--- src/rtl/d2r_pkg.sv ---
// Shared types and constants for the bitmap byte to RGB888 converter.
// No dependencies; used by every module under rtl.
package d2r_pkg;

	// Saturation limit for the programmed image width
	localparam int MAX_WIDTH = 4096;
	// Default palette depth handed to the top level
	localparam int PALETTE_DEPTH = 256;
	// Entries in the queue between front and back
	localparam int QUEUE_DEPTH = 4;

	// Input item kinds
	localparam logic OP_PAL_WRITE = 1'b0;
	localparam logic OP_PIXEL     = 1'b1;

	// Configuration register indexes
	localparam logic [1:0] CFG_MODE   = 2'd0;
	localparam logic [1:0] CFG_WIDTH  = 2'd1;
	localparam logic [1:0] CFG_HEIGHT = 2'd2;
	localparam logic [1:0] CFG_STRIDE = 2'd3;

	typedef enum logic [1:0] {
		MODE_BGR24 = 2'd0,
		MODE_PAL8  = 2'd1,
		MODE_PAL4  = 2'd2
	} pix_mode_t;

	typedef struct packed {
		pix_mode_t   mode;
		logic [12:0] width;
		logic [12:0] height;
		logic [13:0] stride;
	} cfg_t;

	// One classified request: a palette write or one or two pixels
	typedef struct packed {
		logic        is_write;
		logic        two;
		logic        direct;
		logic [23:0] rgb;
		logic [7:0]  idx0;
		logic [7:0]  idx1;
		logic        re0;
		logic        ie0;
		logic        re1;
		logic        ie1;
	} q_entry_t;

endpackage

--- src/rtl/d2r_queue.sv ---
// Short request queue between the front and back parts.
// Depends on d2r_pkg for the request type and depth.
module d2r_queue (
	input  logic              clk,
	input  logic              arst_n,
	input  logic              push,
	input  d2r_pkg::q_entry_t wdata,
	output logic              full,
	input  logic              pop,
	output logic              valid,
	output d2r_pkg::q_entry_t rdata
);

	localparam int PW = $clog2(d2r_pkg::QUEUE_DEPTH);
	localparam int CW = $clog2(d2r_pkg::QUEUE_DEPTH + 1);

	d2r_pkg::q_entry_t slot_q [d2r_pkg::QUEUE_DEPTH];
	logic [PW-1:0]     wr_ptr_q, rd_ptr_q;
	logic [CW-1:0]     count_q;

	assign full  = count_q == CW'(d2r_pkg::QUEUE_DEPTH);
	assign valid = count_q != '0;
	assign rdata = slot_q[rd_ptr_q];

	// Store requests
	always_ff @(posedge clk) begin
		if (push)
			slot_q[wr_ptr_q] <= wdata;
	end

	// Advance pointers and occupancy
	always_ff @(posedge clk or negedge arst_n) begin
		if (!arst_n) begin
			wr_ptr_q <= '0;
			rd_ptr_q <= '0;
			count_q  <= '0;
		end else begin
			if (push)
				wr_ptr_q <= wr_ptr_q + PW'(1);
			if (pop)
				rd_ptr_q <= rd_ptr_q + PW'(1);
			if (push && !pop)
				count_q <= count_q + CW'(1);
			else if (pop && !push)
				count_q <= count_q - CW'(1);
		end
	end

endmodule

--- config.mk ---
export PLATFORM = sky130hd
export DESIGN_NAME = d2r_queue
export DESIGN_NICKNAME = d
export VERILOG_FILES = /design/src/rtl/d2r_pkg.sv /design/src/rtl/d2r_queue.sv
export SDC_FILE = /design/constraint.sdc
export NUM_CORES = 1
export LEC_CHECK = 0
export BUFFER_PORTS_ARGS = -buffer_cell sky130_fd_sc_hd__buf_4
export CAP_MARGIN = 20
export CORE_UTILIZATION = 30
export CTS_CLUSTER_DIAMETER = 80
export DETAILED_ROUTE_END_ITERATION = 10
export PLACE_DENSITY = 0.57
export SLEW_MARGIN = 20
export SYNTH_ARGS = -nofsm -noshare
export SYNTH_HDL_FRONTEND = slang
export SYNTH_SLANG_ARGS = --single-unit
--- constraint.sdc ---
create_clock -name clk -period 2.55 [get_ports clk]
set_input_delay 0.51 -clock clk [delete_from_list [all_inputs] [get_ports clk]]
set_output_delay 0.51 -clock clk [all_outputs]
set_load 0.01 [all_outputs]
## Yosys cells after proc, flatten, opt, wreduce, memory -nomap -nowiden

Memory sizes are Yosys's and may differ from the RTL's.
Cells that the tools add are included.

- Output and inout bits: 49
- Bits in registers: 7
- Bits in writable memories: 188
- Word-level logic and storage cells: 19
- Memories kept: 1

Memories:

| memory | depth | width | rd ports | clocked after Yosys merged registers in | write ports | RTL line | text |
|---|---|---|---|---|---|---|---|
| slot_q | 4 | 47 | 1 | 0 | 1 | d2r_queue.sv:17 | `d2r_pkg::q_entry_t slot_q [d2r_pkg::QUEUE_DEPTH];` |

- Add/subtract/negate cells: 4
- Equal/unequal tests: 1
- Reduce and logical (&&, ||, !) cells: 6
- Muxes and demuxes: 4

Operators with widths:

| kind | number |
|---|---|
| $mux 3 | 2 |
| $add 2x1->2 const B | 2 |
| $add 3x1->3 const B | 1 |
| $eq 3x3->1 const B | 1 |
| $reduce_bool 3->1 | 1 |
| $sub 3x1->3 const B | 1 |
| $logic_and 1x1->1 | 2 |
| $logic_not 1->1 | 2 |
| $mux 1 | 2 |
| $reduce_bool 2->1 | 1 |

## Longest topological paths before layout

- Depth in word-level cells: 4
- Depth in mapped cells: 7
- Mapped depth without buffers: 7

## Worst setup path before layout

Ideal clock, no wire load.

- Path type: register to register
- Start point: reg wr_ptr_q[0]
- End point: mem slot_q[2][0] (netlist bit) (enable)
- Slack: 0.401 ns
- Cell stages (with the launch flop): 4
- Library setup time: 0.409 ns
- Arrival: 1.740 ns
- Required time: 2.141 ns
- Cell sequence: dfrtp_1 inv_1 ha_1 and2_1

RTL lines:

| element | RTL line | text |
|---|---|---|
| start, declared | d2r_queue.sv:18 | `logic [PW-1:0] wr_ptr_q, rd_ptr_q;` |
| start signal, assigned | d2r_queue.sv:39 | `wr_ptr_q <= wr_ptr_q + PW'(1);` |
| end, declared | d2r_queue.sv:17 |  |

Straight into the memory's write port.

==> results.yml <==
detailed_routing:
  ant_nets: 0
  vias_per_cell: 4.37
  first_pass_iters: 4
  drc: 0
  routed_wl_um: 13400
  wire_per_inst_um: 18.2
  via_count: 3214
  first_iter_violations: 151
timing:
  fmax_mhz: 421
  holdWs_ps: 281
  finalCriticalPeriod_ps: 2380
  tightest_slew_ps: 459
  fin_worst_skew_ps: 5.51
  final.setup.tns_ps: 0
  setup-violations-final: 0
  hold_viol: 0
  maxSlewHeadroom: 0.694
  rsz0062_at_grt: "false"
  drv_slew: 0
  post-route-period-util: 0.932
flow_run:
  cap_violations: 0
worst_hold_path:
  hp-class: "in2reg"
  hp-start: "pop"
critical_path:
  critPathMaxFanout: 18
  worstPathRequired_ps: 2040
  arrival_ps: 1870
  startpoint_type: "flip-flop"
  end_kind: "output pin"
  path_class: "reg2out"
  r2r-start: "wr_ptr_q[0]$_DFFE_PN0P_"
  cp-startpoint: "rd_ptr_q[0]$_DFFE_PN0P_"
synthesis:
  syn_area_um2: 7200
  ys_types: 21
  syn-mean-instance-area_um2: 25.7
  yosys-top-cells-count: "edfxtp_1 (188), mux4_2 (45), dfrtp_1 (7)"
  synth.area.top_cells: "edfxtp_1 (78%), mux4_2 (14%), dfrtp_1 (2.4%), ha_1 (0.87%), mux4_1 (0.73%)"
  synth_nets: 337
  ys_seq_area_frac: 0.808
  syn_inst: 280
  synth_seq_cells: 195
  synth_flop_cell: "edfxtp_1"
  synth_edf_count: 188
  synth_most_common_cell: "edfxtp_1"
  yosysTopAreaCellShare: 0.784
  async_reset_ff_frac: 0.0359
  ys_warn_count: 0
  synth_area_leader_cell: "edfxtp_1"
power:
  finalPower_w: 0.0101
  seq_power_share: 0.434
  peakVddDrop_uv: 480
  power_frac_comb: 0.313
  p_switching_w: 0.00283
  p_int_w: 0.00728
  p_per_area_nw_per_um2: 1130
  power_leakage_nw: 3.06
  swShare: 0.280
  pwr-share-clk: 0.254
layout:
  seqCellArea_um2: 5830
  n_fill_cell: 2144
  syn_to_final_growth_pct: 24.6
  multiInputGateArea_um2: 1270
  diodes: 0
  drive_gt1_frac: 0.470
  final_nets: 462
cts:
  clkLatencyLatePin_ps: 420
  clock_sinks: 195
  cts_inserted_buffers: 17
  cts_tree: "done"
  cts_max_path_buffers: 2
  root_buffer: "clkbuf_16"
  htreeDepth: 4
  clk_pin_slew_ps: 70
floorplan:
  num_io_pins: 100
  rows: 56
  die_h_um: 157
  initial_core_util: 0.307
  die_area_um2: 24600
  core_area_um2: 23500
  die_w_um: 157
place:
  globalplace.congestion: 0.636
  io_buffers: 99
  hpwl_um: 8470
global_routing:
  grt_max_degree: 29
  grt_pass1_vias: 3567
  overflow: 0
  grt_use_total: 0.116
  grt_pass1_wl_um: 20100
  grt_antenna_before_repair: 0
run_status:
  status: "complete, no violations"
-- power groups by stage --
stage | Clock, W | Combinational (W) | Sequential (W)
5_1_grt | 0.00277 | 0.00346 | 0.00444
3_3_place_gp | 0 | 0.00318 | 0.00446
3_5_place_dp | 0 | 0.00320 | 0.00450
4_1_cts | 0.00264 | 0.00329 | 0.00440
6_report | 0.00256 | 0.00316 | 0.00438
2_1_floorplan | 0 | 0.00192 | 0.00439
-- sequential cells by signal (all words and copies together), names as in the netlist --
| register | count |
|---|---|
| rd_ptr_q | 2 |
| wr_ptr_q | 2 |
| slot_q | 188 |
| count_q | 3 |
-- worst max-delay path, stage by stage (launching register included) --
cell and delay, ps:
dfrtp_4 510, buf_12 220, mux4_2 540, buf_4 160
-- final timing paths --
kind	to	slack, ps	depth (start not counted)
worst max-delay path	rdata[7]	170	3
worst min-delay path	rd_ptr_q[0]$_DFFE_PN0P_	280	2
worst max register to register	slot_q[2][11]$_DFFE_PP_	980	4
worst min register to register	count_q[2]$_DFFE_PN0P_	490	1
max in group asynchronous	rd_ptr_q[0]$_DFFE_PN0P_	1980	2
min in group asynchronous	rd_ptr_q[0]$_DFFE_PN0P_	440	2
-- metrics by stage --
stage	area, µm²	util	cells	setup WS, ps
global route	8970	0.382	736	72.5
CTS	8970	0.382	736	111
floorplan	7200	-	280	401
finish	8970	0.382	736	173
detailed placement	8370	0.357	701	456
global placement	8370	0.357	701	448
-- cells in the final DEF, fill, tap and decap left out, drive strengths merged --
| master | n |
|---|---|
| and2 | 4 |
| buf | 116 |
| bufinv | 2 |
| clkbuf | 19 |
| clkinv | 3 |
| clkinvlp | 5 |
| dfrtp | 7 |
| dlygate4sd3 | 1 |
| edfxtp | 188 |
| fa | 1 |
| ha | 5 |
| inv | 6 |
| mux2 | 1 |
| mux4 | 47 |
| nand2 | 2 |
| nor2 | 1 |
| nor3b | 1 |
| o21ai | 1 |
| or3 | 1 |
| xnor2 | 2 |
| xor2 | 4 |
-- repair_timing --
item | in CTS | in global routing
hold buffers | 1 | 0
hold endpoints to repair | 7 | 0
buffers inserted | 3 | 0
setup endpoints to repair | 11 | 0
gates resized for setup | 0 | 0
-- routing by layer --
layer | share of wire | track usage
met1 | 0.42 | 0.138
met2 | 0.52 | 0.197
met3 | 0.051 | 0.0377
met4 | 0.012 | 0.0378
met5 | 0 | 0
-- area by class of cell --
class                   instances  area share
flip-flops and latches        195       0.649
inverters                       4     0.00167
repair buffers                117      0.0996
clock inverters                12      0.0148
well taps                     319      0.0445
multi-input cells              70       0.142
clock buffers                  19      0.0483
-- logic make-up after synthesis --
kind of cell / Yosys count / synth area share
mux: 48 / 0.150
xor+xnor: 6 / 0.00730
simple gates: 9 / 0.00695
compound gates: 1 / 0.000695
buf+inv: 15 / 0.0155
fa+ha+maj: 6 / 0.0115
flops: 195 / 0.808
(Power assumes the default switching activity.)
