File: src/rtl/d2r_pkg.sv
// Shared types and constants for the bitmap byte to RGB888 converter.
// No dependencies; used by every module under rtl.
package d2r_pkg;

	// Saturation limit for the programmed image width
	localparam int MAX_WIDTH = 4096;
	// Default palette depth handed to the top level
	localparam int PALETTE_DEPTH = 256;
	// Entries in the queue between front and back
	localparam int QUEUE_DEPTH = 4;

	// Input item kinds
	localparam logic OP_PAL_WRITE = 1'b0;
	localparam logic OP_PIXEL     = 1'b1;

	// Configuration register indexes
	localparam logic [1:0] CFG_MODE   = 2'd0;
	localparam logic [1:0] CFG_WIDTH  = 2'd1;
	localparam logic [1:0] CFG_HEIGHT = 2'd2;
	localparam logic [1:0] CFG_STRIDE = 2'd3;

	typedef enum logic [1:0] {
		MODE_BGR24 = 2'd0,
		MODE_PAL8  = 2'd1,
		MODE_PAL4  = 2'd2
	} pix_mode_t;

	typedef struct packed {
		pix_mode_t   mode;
		logic [12:0] width;
		logic [12:0] height;
		logic [13:0] stride;
	} cfg_t;

	// One classified request: a palette write or one or two pixels
	typedef struct packed {
		logic        is_write;
		logic        two;
		logic        direct;
		logic [23:0] rgb;
		logic [7:0]  idx0;
		logic [7:0]  idx1;
		logic        re0;
		logic        ie0;
		logic        re1;
		logic        ie1;
	} q_entry_t;

endpackage

File: src/rtl/d2r_front.sv
// Front part: accepts input requests, tracks row position and classifies each byte.
// Depends on d2r_pkg; pushes classified requests into d2r_queue.
module d2r_front (
	input  logic                clk,
	input  logic                arst_n,
	input  d2r_pkg::cfg_t       cfg,
	input  logic                in_valid,
	output logic                in_stall,
	input  logic                opcode,
	input  logic [7:0]          source_byte,
	input  logic [7:0]          palette_index,
	input  logic [7:0]          palette_red,
	input  logic [7:0]          palette_green,
	input  logic [7:0]          palette_blue,
	input  logic                q_full,
	output logic                q_push,
	output d2r_pkg::q_entry_t   q_wdata
);

	localparam int          MW_CLIP = (d2r_pkg::MAX_WIDTH > 8191) ? 8191 : d2r_pkg::MAX_WIDTH;
	localparam logic [12:0] MW      = 13'(MW_CLIP);

	logic [12:0] pixel_col_q;
	logic [13:0] byte_col_q;
	logic [12:0] row_cnt_q;
	logic [1:0]  phase_q;
	logic [15:0] held_q;

	logic [12:0] eff_w;
	logic [13:0] pc1, pc2;
	logic        pc_lt, two_fit, img_last, row_done, accept, emits;
	logic [12:0] pc_next, rc_inc;
	logic [1:0]  phase_next;
	logic [15:0] held_next;
	logic [14:0] bc1;

	// Stall while the queue cannot take another request
	assign in_stall = q_full;
	assign accept   = in_valid && !q_full;

	// Row position compares
	always_comb begin
		eff_w    = (cfg.width > MW) ? MW : cfg.width;
		pc1      = {1'b0, pixel_col_q} + 14'd1;
		pc2      = {1'b0, pixel_col_q} + 14'd2;
		pc_lt    = pixel_col_q < eff_w;
		two_fit  = pc1 < {1'b0, eff_w};
		img_last = ({1'b0, row_cnt_q} + 14'd1) == {1'b0, cfg.height};
		bc1      = {1'b0, byte_col_q} + 15'd1;
		row_done = bc1 >= {1'b0, cfg.stride};
		rc_inc   = row_cnt_q + 13'd1;
	end

	// Classify the byte and build the queue request
	always_comb begin
		q_wdata          = '0;
		q_wdata.re0      = pc1 == {1'b0, eff_w};
		q_wdata.re1      = pc2 == {1'b0, eff_w};
		q_wdata.ie0      = q_wdata.re0 && img_last;
		q_wdata.ie1      = q_wdata.re1 && img_last;
		q_wdata.rgb      = {source_byte, held_q};
		q_wdata.idx0     = source_byte;
		q_wdata.idx1     = {4'd0, source_byte[3:0]};
		emits            = 1'b0;
		pc_next          = pixel_col_q;
		phase_next       = phase_q;
		held_next        = held_q;
		case (cfg.mode)
			d2r_pkg::MODE_BGR24: begin
				q_wdata.direct = 1'b1;
				if (pc_lt) begin
					case (phase_q)
						2'd0: begin
							held_next  = {held_q[15:8], source_byte};
							phase_next = 2'd1;
						end
						2'd1: begin
							held_next  = {source_byte, held_q[7:0]};
							phase_next = 2'd2;
						end
						default: begin
							phase_next = 2'd0;
							emits      = 1'b1;
							pc_next    = pc1[12:0];
						end
					endcase
				end
			end
			d2r_pkg::MODE_PAL8: begin
				emits   = pc_lt;
				pc_next = pc_lt ? pc1[12:0] : pixel_col_q;
			end
			d2r_pkg::MODE_PAL4: begin
				q_wdata.idx0 = {4'd0, source_byte[7:4]};
				q_wdata.two  = two_fit;
				emits        = pc_lt;
				if (pc_lt)
					pc_next = two_fit ? pc2[12:0] : pc1[12:0];
			end
			default: begin
				emits = 1'b0;
			end
		endcase
		if (opcode == d2r_pkg::OP_PAL_WRITE) begin
			q_wdata          = '0;
			q_wdata.is_write = 1'b1;
			q_wdata.idx0     = palette_index;
			q_wdata.rgb      = {palette_red, palette_green, palette_blue};
		end
	end

	assign q_push = accept && ((opcode == d2r_pkg::OP_PAL_WRITE) || emits);

	// Advance row state on every accepted image byte
	always_ff @(posedge clk or negedge arst_n) begin
		if (!arst_n) begin
			pixel_col_q <= '0;
			byte_col_q  <= '0;
			row_cnt_q   <= '0;
			phase_q     <= '0;
			held_q      <= '0;
		end else if (accept && opcode == d2r_pkg::OP_PIXEL) begin
			held_q <= held_next;
			if (row_done) begin
				pixel_col_q <= '0;
				byte_col_q  <= '0;
				phase_q     <= '0;
				row_cnt_q   <= (rc_inc == cfg.height) ? 13'd0 : rc_inc;
			end else begin
				pixel_col_q <= pc_next;
				byte_col_q  <= bc1[13:0];
				phase_q     <= phase_next;
			end
		end
	end

endmodule

File: config.mk
export PLATFORM = sky130hd
export DESIGN_NAME = d2r_front
export DESIGN_NICKNAME = d
export VERILOG_FILES = /design/src/rtl/d2r_pkg.sv /design/src/rtl/d2r_front.sv
export SDC_FILE = /design/constraint.sdc
export NUM_CORES = 1
export LEC_CHECK = 0
export BUFFER_PORTS_ARGS = -buffer_cell sky130_fd_sc_hd__buf_2
export CORE_ASPECT_RATIO = 1.2
export CORE_UTILIZATION = 55
export CTS_BUF_LIST = sky130_fd_sc_hd__clkbuf_4 sky130_fd_sc_hd__clkbuf_8
export DETAILED_ROUTE_END_ITERATION = 8
export PLACE_DENSITY_LB_ADDON = 0.05
export RECOVER_POWER = 25
export SYNTH_ARGS = -nofsm -noshare
export SYNTH_HDL_FRONTEND = slang
export SYNTH_SLANG_ARGS = --single-unit
File: constraint.sdc
create_clock -name clk -period 5.9 [get_ports clk]
set_input_delay 0.295 -clock clk [delete_from_list [all_inputs] [get_ports clk]]
set_output_delay 0.295 -clock clk [all_outputs]
set_load 0.02 [all_outputs]
; ---- Word-level counts from Yosys, hierarchy flattened
; Index checks and enable logic that the tools add are counted.
[totals]
reg_bits = 58
latch_bits = 0
ramBits = 0
mem_bits_ro = 0
inputBits = 87
out_inout_bits = 49
elab_cells = 70
mem_count = 0
[classes]
n_addsub = 5
multipliers = 0
div_mod_pow = 0
order_cmp = 4
n_eq_ne = 11
n_shift = 0
n_mux = 22
bitwise = 3
reduce_logical = 19
[op_table]
columns = operator, n
row1 = $mux 13, 8
row2 = $mux 47, 1
row3 = $eq 14x13->1, 3
row4 = $pmux 13 s3, 1
row5 = $pmux 16 s2, 1
row6 = $add 13x1->14 const B, 2
row7 = $add 14x1->15 const B, 1
row8 = $ge 15x14->1, 1
row9 = $add 13x2->14 const B, 1
row10 = $lt 14x13->1, 1
row11 = $mux 14, 1
row12 = $add 13x1->13 const B, 1
row13 = $eq 13x13->1, 1
row14 = $gt 13x13->1 const B, 1
row15 = $lt 13x13->1, 1
row16 = $ne 3x3->1 const B, 4
row17 = $reduce_and 5->1, 2
row18 = $mux 8, 1
row19 = $mux 2, 3
row20 = $reduce_and 6->1, 1
row21 = $logic_and 1x1->1, 5
row22 = $eq 2x1->1 const B, 2
row23 = $logic_not 2->1, 2
row24 = $mux 1, 4
row25 = 11 further kinds, 15

; ---- Longest topological paths before layout
; Gate-level depths: netlist of run 1.
[depth]
depth_word = 7
depth_mapped = 16
depth_no_buf = 14

; ---- Worst setup path after synthesis of run 1
; No wires, ideal clock.
[synth_path]
path_type = reg-to-reg
start = reg byte_col_q[0]
end = reg pixel_col_q[2]
t_arrival_ps = 3282
required_ps = 5830
setup_slack_ps = 2548
stages_incl_launch_ff = 14
n_path_buf = 1
period_less_slack_ps = 3352
cell_sequence = dfrtp_1 ha_1 nand3_2 nor4_4 and3_1 xor2_1 ha_1 a21oi_1 nor2b_1 a311o_2 or3_1 buf_2 or4b_1 nand3b_1
[synth_via]
elab_chain_len = 4
elab_cells_between_ends = 9
[synth_rtl]
columns = item, line_no
row1 = "start, declared", d2r_front.sv:24  ; logic [13:0] byte_col_q;
row2 = "start signal, assigned", d2r_front.sv:131  ; byte_col_q <= bc1[13:0];
row3 = $add 14x1->15 *, d2r_front.sv:49  ; bc1 = {1'b0, byte_col_q} + 15'd1;
row4 = $ge 15x14->1 *, d2r_front.sv:50  ; row_done = bc1 >= {1'b0, cfg.stride};
row5 = $ne 3x3->1 (no source line) / $reduce_bool 4->1 (equally long branches), -
row6 = $reduce_and 6->1 (no source line), -
row7 = "end signal, assigned", d2r_front.sv:130  ; pixel_col_q <= pc_next;
row8 = "end, declared", d2r_front.sv:23  ; logic [12:0] pixel_col_q;
; Every way passes the cells marked *; elsewhere a longest branch is shown, timed or not.
; A chain may end at the register's enable or synchronous reset.

==> results.yml, run 1 <==
logic_synthesis:
  synth_edf_count: 0
  netlist_instances: 665
  synth_flop_cell: "dfrtp_1"
  ys_seq_elements: 58
  synth.top_cell.area_share_pct: 26.0
  synth-seq-area-share_pct: 26.0
  synthTopCellsByArea: "dfrtp_1 (26%), ha_1 (11%), mux2_2 (7.5%), nand2_1 (4.8%), xnor2_1 (4.7%)"
  avgSynthCellArea_um2: 8.40
  synth_area_um2: 5590
  async_flop_share_pct: 100
  yosys.area.top_type: "dfrtp_1"
  ys.warnings.count: 0
  synth_cell_type_count: 72
cells_and_area:
  drive_gt1_share_pct: 27.3
  insertedDiodeCount: 0
  fillers: 825
  nets: 913
  area.growth.synth_to_final_pct: 15.4
grt:
  gr-total-overflow: 0
  grt_max_degree: 59
  grt_pass1_wl_um: 24100
  grt_use_total_pct: 28.5
  antenna_found_initial: 0
  grt_pass1_vias: 5201
critical_path:
  crit_end: "q_wdata[45]"
  reg2reg_to: "pixel_col_q[11]"
  r2r_start: "byte_col_q[0]"
  cp.arrival_ns: 3.72
  criticalPathCategory: "flip-flop to primary output"
  cp-start-kind: "flip-flop"
  critPathRequiredTime_ns: 5.61
  reg2reg_depth: 13
  cp-startpoint: "pixel_col_q[1]"
  ff2ff_setup_slack_ns: 1.92
  critical_path.endpoint_type: "primary output"
  critPathMostFrequentCell: "ha_1"
  worstPathMaxFanout: 16
  cp_cell_sequence: "ha_1, nand3_1, nor2_2, nand4_1, xnor2_1, ha_1, a21o_1, a21oi_1, o221ai_1, a21oi_2, and2_1, buf_2"
  slowest_delay_ns: 0.52
  slowest_stage: "a21oi_2"
clocking:
  cts_hold_buf: 0
  htree_levels: 3
  cts_made_buffers: 9
  cts_tree: "built"
  clkTransAtPathRegs_ns: 0.07
  cts.sinks: 58
  clkLatencyLatePin_ns: 0.35
  cts_root_buffer: "clkbuf_8"
  ctsResizeCount: 0
  clk_path_buf_depth: 2
  post_cts_buffers: 0
sta:
  hold_violations: 0
  fin_crit_ns: 4.01
  fmax_ghz: 0.249
  slew_violations: 59
  fin_skew_ns: 0.0138
  setup_violations: 0
  tightest_slew_ns: 3.15
  rsz0062_at_grt: "false"
  holdWs_ns: 0.225
  relSlewSlack_pct: -110
  period_share_pct: 68.0
  setup_tns_ns: 0
worst_hold_path:
  hp-class: "primary input to flip-flop"
pwr:
  p_clk_share_pct: 23.4
  p_leak_nw: 3.10
  powerDensity_nw_per_um2: 221
  p_int_mw: 0.874
  total_power_mw: 1.43
  ir_drop_v: 0.000154
  seqPwrFrac_pct: 37.7
  swShare_pct: 38.7
  p_comb_share_pct: 38.9
  netSwitchingPower_mw: 0.552
drt:
  viasPerCell: 5.86
  wirelength_um: 14300
  firstDrtPassIters: 7
  drc: 0
  drt-initial-drc-count: 241
  antenna_left: 0
  routedWlPerCell_um: 15.7
  vias: 5311
die:
  core_area_um2: 9710
  start_util_pct: 57.5
  io-pin-count: 136
  die_area_um2: 10600
  chipHeight_um: 112
  die_w_um: 94.0
  placementRows: 39
status:
  violations: "max-capacitance violations, max-slew violations"
  status: "finished with violations"
placed_design:
  dp_hpwl_um: 11100
  globalplace.congestion: 0.998
  portBuffers: 131
job:
  drv_cap: 1
critical path, delay by kind of cell (launching register included):
family                     cells  cell delay (ns)
and+or+nand+nor                4             0.84
adders and majority gates      2             0.70
buffers and inverters          1             0.17
DFF                            1             0.51
xor gates and xnor gates       1             0.17
AOI/OAI and AO/OA              4             0.97
layout make-up:
type / count / area [um2] / share of cell area [%]
clock buffer: 11 / 145 / 2.25
clock inverter: 5 / 30.0 / 0.466
inverter: 38 / 143 / 2.21
multi-input combinational: 533 / 3820 / 59.2
sequential: 58 / 1450 / 22.5
tap: 123 / 154 / 2.39
timing repair buffer: 138 / 704 / 10.9
per-stage QoR:
| stage | cells | utilization (%) | setup WS [ns] | instance area [um2] |
|---|---|---|---|---|
| 6_report | 906 | 66.4 | 1.89 | 6440 |
| 4_1_cts | 906 | 66.4 | 1.89 | 6450 |
| 3_5_place_dp | 890 | 64.6 | 2.00 | 6270 |
| 5_1_grt | 906 | 66.4 | 1.60 | 6440 |
| 2_1_floorplan | 668 | - | 2.55 | 5600 |
| 3_3_place_gp | 890 | 64.6 | 2.08 | 6270 |
synthesized netlist by cell type, types with 3 or more instances:
library cell  instances
nand2_1              72
nor2_1               34
buf_1                 3
o2111ai_1             3
nand2b_1              7
buf_4                 5
nand3b_1              7
buf_2                14
o41ai_1               3
o31ai_1               7
mux2i_1              10
clkbuf_1             16
inv_2                 3
and3_1               10
a21o_1                8
ha_1                 48
nand3_2               3
xor2_1               23
and2_1               12
a21oi_1              31
xnor2_1              30
o21ai_1               4
nor2b_1               6
o21ai_0              30
nand4b_1              3
o31a_1                3
or3_1                 4
nor4_1                3
nand3_1              34
inv_1                35
a21oi_2               7
nor3_1               12
o211ai_1             10
o22ai_1               8
mux2_2               37
nand4_1              11
a22o_1                5
dfrtp_1              58
and4_1                3
flip-flops by register name, indices dropped and copies added (netlist names):
name,count
held_q,16
phase_q,2
row_cnt_q,13
byte_col_q,14
pixel_col_q,13
routing by layer:
metal  up-vias  GRT usage (%)  routed length (um)
met3        14           5.08                 580
li1       2606              -                   -
met1      2555           35.7                6290
met4         0           6.87                 128
met5         -              0                   0
met2       136           50.1                7260
cells in the final DEF, fill, tap and decap left out, types with 31 or more instances in the layout:
master / count
a21oi_1: 31
buf_2: 131
dfrtp_1: 58
ha_1: 48
inv_1: 35
mux2_2: 37
nand2_1: 72
nand3_1: 34
nor2_1: 34
power groups by stage:
stage	Sequential, mW	Combinational, mW	Clock [mW]
after floorplan	0.507	0.417	0
after global placement	0.543	0.539	0
after detailed placement	0.545	0.553	0
after CTS	0.538	0.557	0.340
after global routing	0.549	0.616	0.361
final	0.538	0.555	0.333
cell families (layout without fill, tap and decap cells):
| logic type | Yosys count | count (layout) | synth area share [%] |
|---|---|---|---|
| AND/OR/NAND/NOR | 236 | 236 | 22.1 |
| AO/OA/AOI/OAI | 144 | 144 | 17.4 |
| buffers and inverters | 77 | 192 | 5.96 |
| flip-flops | 58 | 58 | 26.0 |
| XOR/XNOR | 53 | 53 | 8.31 |
| adder cells (fa/ha/maj) | 49 | 49 | 10.9 |
| multiplexers | 47 | 47 | 9.25 |
| other | 1 | 4 | 0.0671 |
worst min-delay path by stage:
| stage | startpoint | endpoint | slack (ns) | cells after the start |
|---|---|---|---|---|
| finish | source_byte[2] | held_q[2] | 0.23 | 2 |
| floorplan | arst_n | byte_col_q[0] | -0.0006 | 0 |
| global route | source_byte[2] | held_q[10] | 0.22 | 2 |
| CTS | arst_n | byte_col_q[3] | 0.13 | 2 |
| detailed placement | arst_n | byte_col_q[3] | 0.50 | 2 |
| global placement | arst_n | byte_col_q[3] | 0.49 | 2 |
No activity file was read; power rests on OpenSTA's default activity.
==> run 2: changes to the inputs <==
- clock period: 5.9 -> 3.8 ns (I/O delays scaled with it)
==> run 2 against run 1 <==
  * The flow now finishes without violations
  * Sequential share of layout area fell by 0.72 points
  * Clock-buffer cell count shrank 1
  * Design area is 3.4% higher
  * Non-clock buffer count grew 21
  * Global-route usage rose by 1.3 points
  * Total power grew 65%
  * Critical path type unchanged
  * Largest cell class unchanged
  * Highest routed layer unchanged
==> results.yml, run 2 (synthesis results as in run 1) <==
status:
  status: "complete, no violations"
cells_and_area:
  largestRegisters: "held_q x16, byte_col_q x14"
  top_register: "held_q"
  area.growth.synth_to_final_pct: 19.3
  drive_gt1_share_pct: 29.1
  nets: 934
  final_common_cell: "buf_2"
  design_area_um2: 6660
  largest_reg_flops: 16
  layout_common_cells: "buf_2 (120), nand2_1 (72), dfrtp_1 (57)"
  insertedDiodeCount: 0
sta:
  fin_skew_ns: 0.0111
  setup_violations: 0
  hold_violations: 0
  period_share_pct: 95.1
  slew_violations: 0
  tightest_slew_ns: 1.26
  relSlewSlack_pct: 15.8
  setup_slack_ns: 0.186
  fmax_ghz: 0.277
  fin_crit_ns: 3.61
placed_design:
  post-place-ws_ns: 0.0541
  dpl-instance-area_um2: 6390
  dp_hpwl_um: 11700
  globalplace.congestion: 0.887
  portBuffers: 131
die:
  placementRows: 39
  io-pin-count: 136
  die_area_um2: 10600
  start_util_pct: 57.5
  die_w_um: 94.0
  core_area_um2: 9710
  chipHeight_um: 112
clocking:
  clkLatencyLatePin_ns: 0.35
  cts_tree: "built"
  htree_levels: 3
  cts_made_buffers: 9
  clkTransAtPathRegs_ns: 0.08
  clk_path_buf_depth: 2
  cts.sinks: 58
  cts_root_buffer: "clkbuf_8"
critical_path:
  slowest_delay_ns: 0.55
  critPathMostFrequentCell: "ha_1"
  criticalPathCategory: "flip-flop to primary output"
  cp.arrival_ns: 3.42
  worstPathBufferInverterCount: 2
  cp_top_family: "compound AO/OA/AOI/OAI gates"
  slowest_stage: "dfrtp_1"
  worstPathMaxFanout: 9
  critical_path.endpoint_type: "primary output"
  cp-start-kind: "flip-flop"
  critPathRequiredTime_ns: 3.61
  cp_cell_sequence: "ha_1, nand3_1, nor2_2, nand4_1, xnor2_1, ha_1, a21o_1, a21oi_1, o221ai_1, a21oi_2, buf_4, and2_1, buf_2"
worst_hold_path:
  hp-class: "primary input to flip-flop"
drt:
  viasPerCell: 5.91
  routedWlPerCell_um: 16.3
  antenna_left: 0
  firstDrtPassIters: 5
  drc: 0
  drt-initial-drc-count: 256
  wirelength_um: 15100
  vias: 5477
grt:
  grt_max_degree: 38
  grt_pass1_vias: 5326
  grt_use_total_pct: 29.8
  grt_pass1_wl_um: 25000
  gr-total-overflow: 0
  antenna_found_initial: 0
job:
  drv_cap: 0
pwr:
  p_leak_nw: 3.18
  powerDensity_nw_per_um2: 354
  ir_drop_v: 0.000223
## run 2: timing repair
| action | CTS | global route |
|---|---|---|
| endpoints found under the setup margin | 0 | 22 |
| hold endpoints to repair | 21 | 0 |
| gates resized for setup | 0 | 11 |
| hold buffers | 1 | 0 |
| setup buffers | 0 | 4 |
## run 2: area by class of cell
cell class,count,area (um2)
clock inverters,6,66.3
repair buffers,159,852
multi-input cells,533,3860
inverters,38,143
fillers,847,3050
well taps,123,154
flip-flops and latches,58,1450
clock buffers,10,138
## run 2: power breakdown
part	switching (mW)	leakage, nW	internal [mW]
Clock	0.280	0.0945	0.320
Sequential	0.0793	0.698	0.713
Combinational	0.538	2.39	0.428
Total	0.898	3.18	1.46
## run 2: routing by layer
layer  track usage, %  part of all wire [%]
met1             37.4                    42
met3             4.40                   4.8
met2             51.7                    51
met4             10.3                   2.2
met5                0                     0
## run 2: worst register-to-register path, cell delays in order (launching register included)
cell      delay [ns]
dfrtp_1         0.44
ha_2            0.26
nand3_2         0.16
nor4_4          0.38
and3_4          0.25
xor2_1          0.16
ha_1            0.26
a21oi_1         0.13
nor2b_1         0.06
a311o_2         0.41
or3_4           0.44
or4b_1          0.48
nand3b_1        0.09
## run 2: path summary, 6_finish.rpt
check	slack, ns	from	to	depth (start not counted)
max	0.19	pixel_col_q[1]	q_wdata[45]	13
min	0.12	source_byte[0]	held_q[0]	2
min in group asynchronous	0.63	arst_n	byte_col_q[0]	2
max in group asynchronous	1.54	arst_n	byte_col_q[2]	3
min reg2reg	0.52	held_q[8]	held_q[8]	1
max reg2reg	0.22	byte_col_q[0]	pixel_col_q[2]	12
## run 2: per-stage QoR
step | utilization, % | hold slack (ns) | std cells | TNS, ns | total power [mW]
2_1_floorplan | - | -0.106 | 668 | 0 | 1.43
3_3_place_gp | 65.8 | 0.192 | 906 | 0 | 1.72
3_5_place_dp | 65.8 | 0.193 | 906 | 0 | 1.75
4_1_cts | 68.0 | 0.110 | 923 | 0 | 2.35
5_1_grt | 68.6 | 0.127 | 927 | -0.000168 | 2.51
6_report | 68.6 | 0.119 | 927 | 0 | 2.36
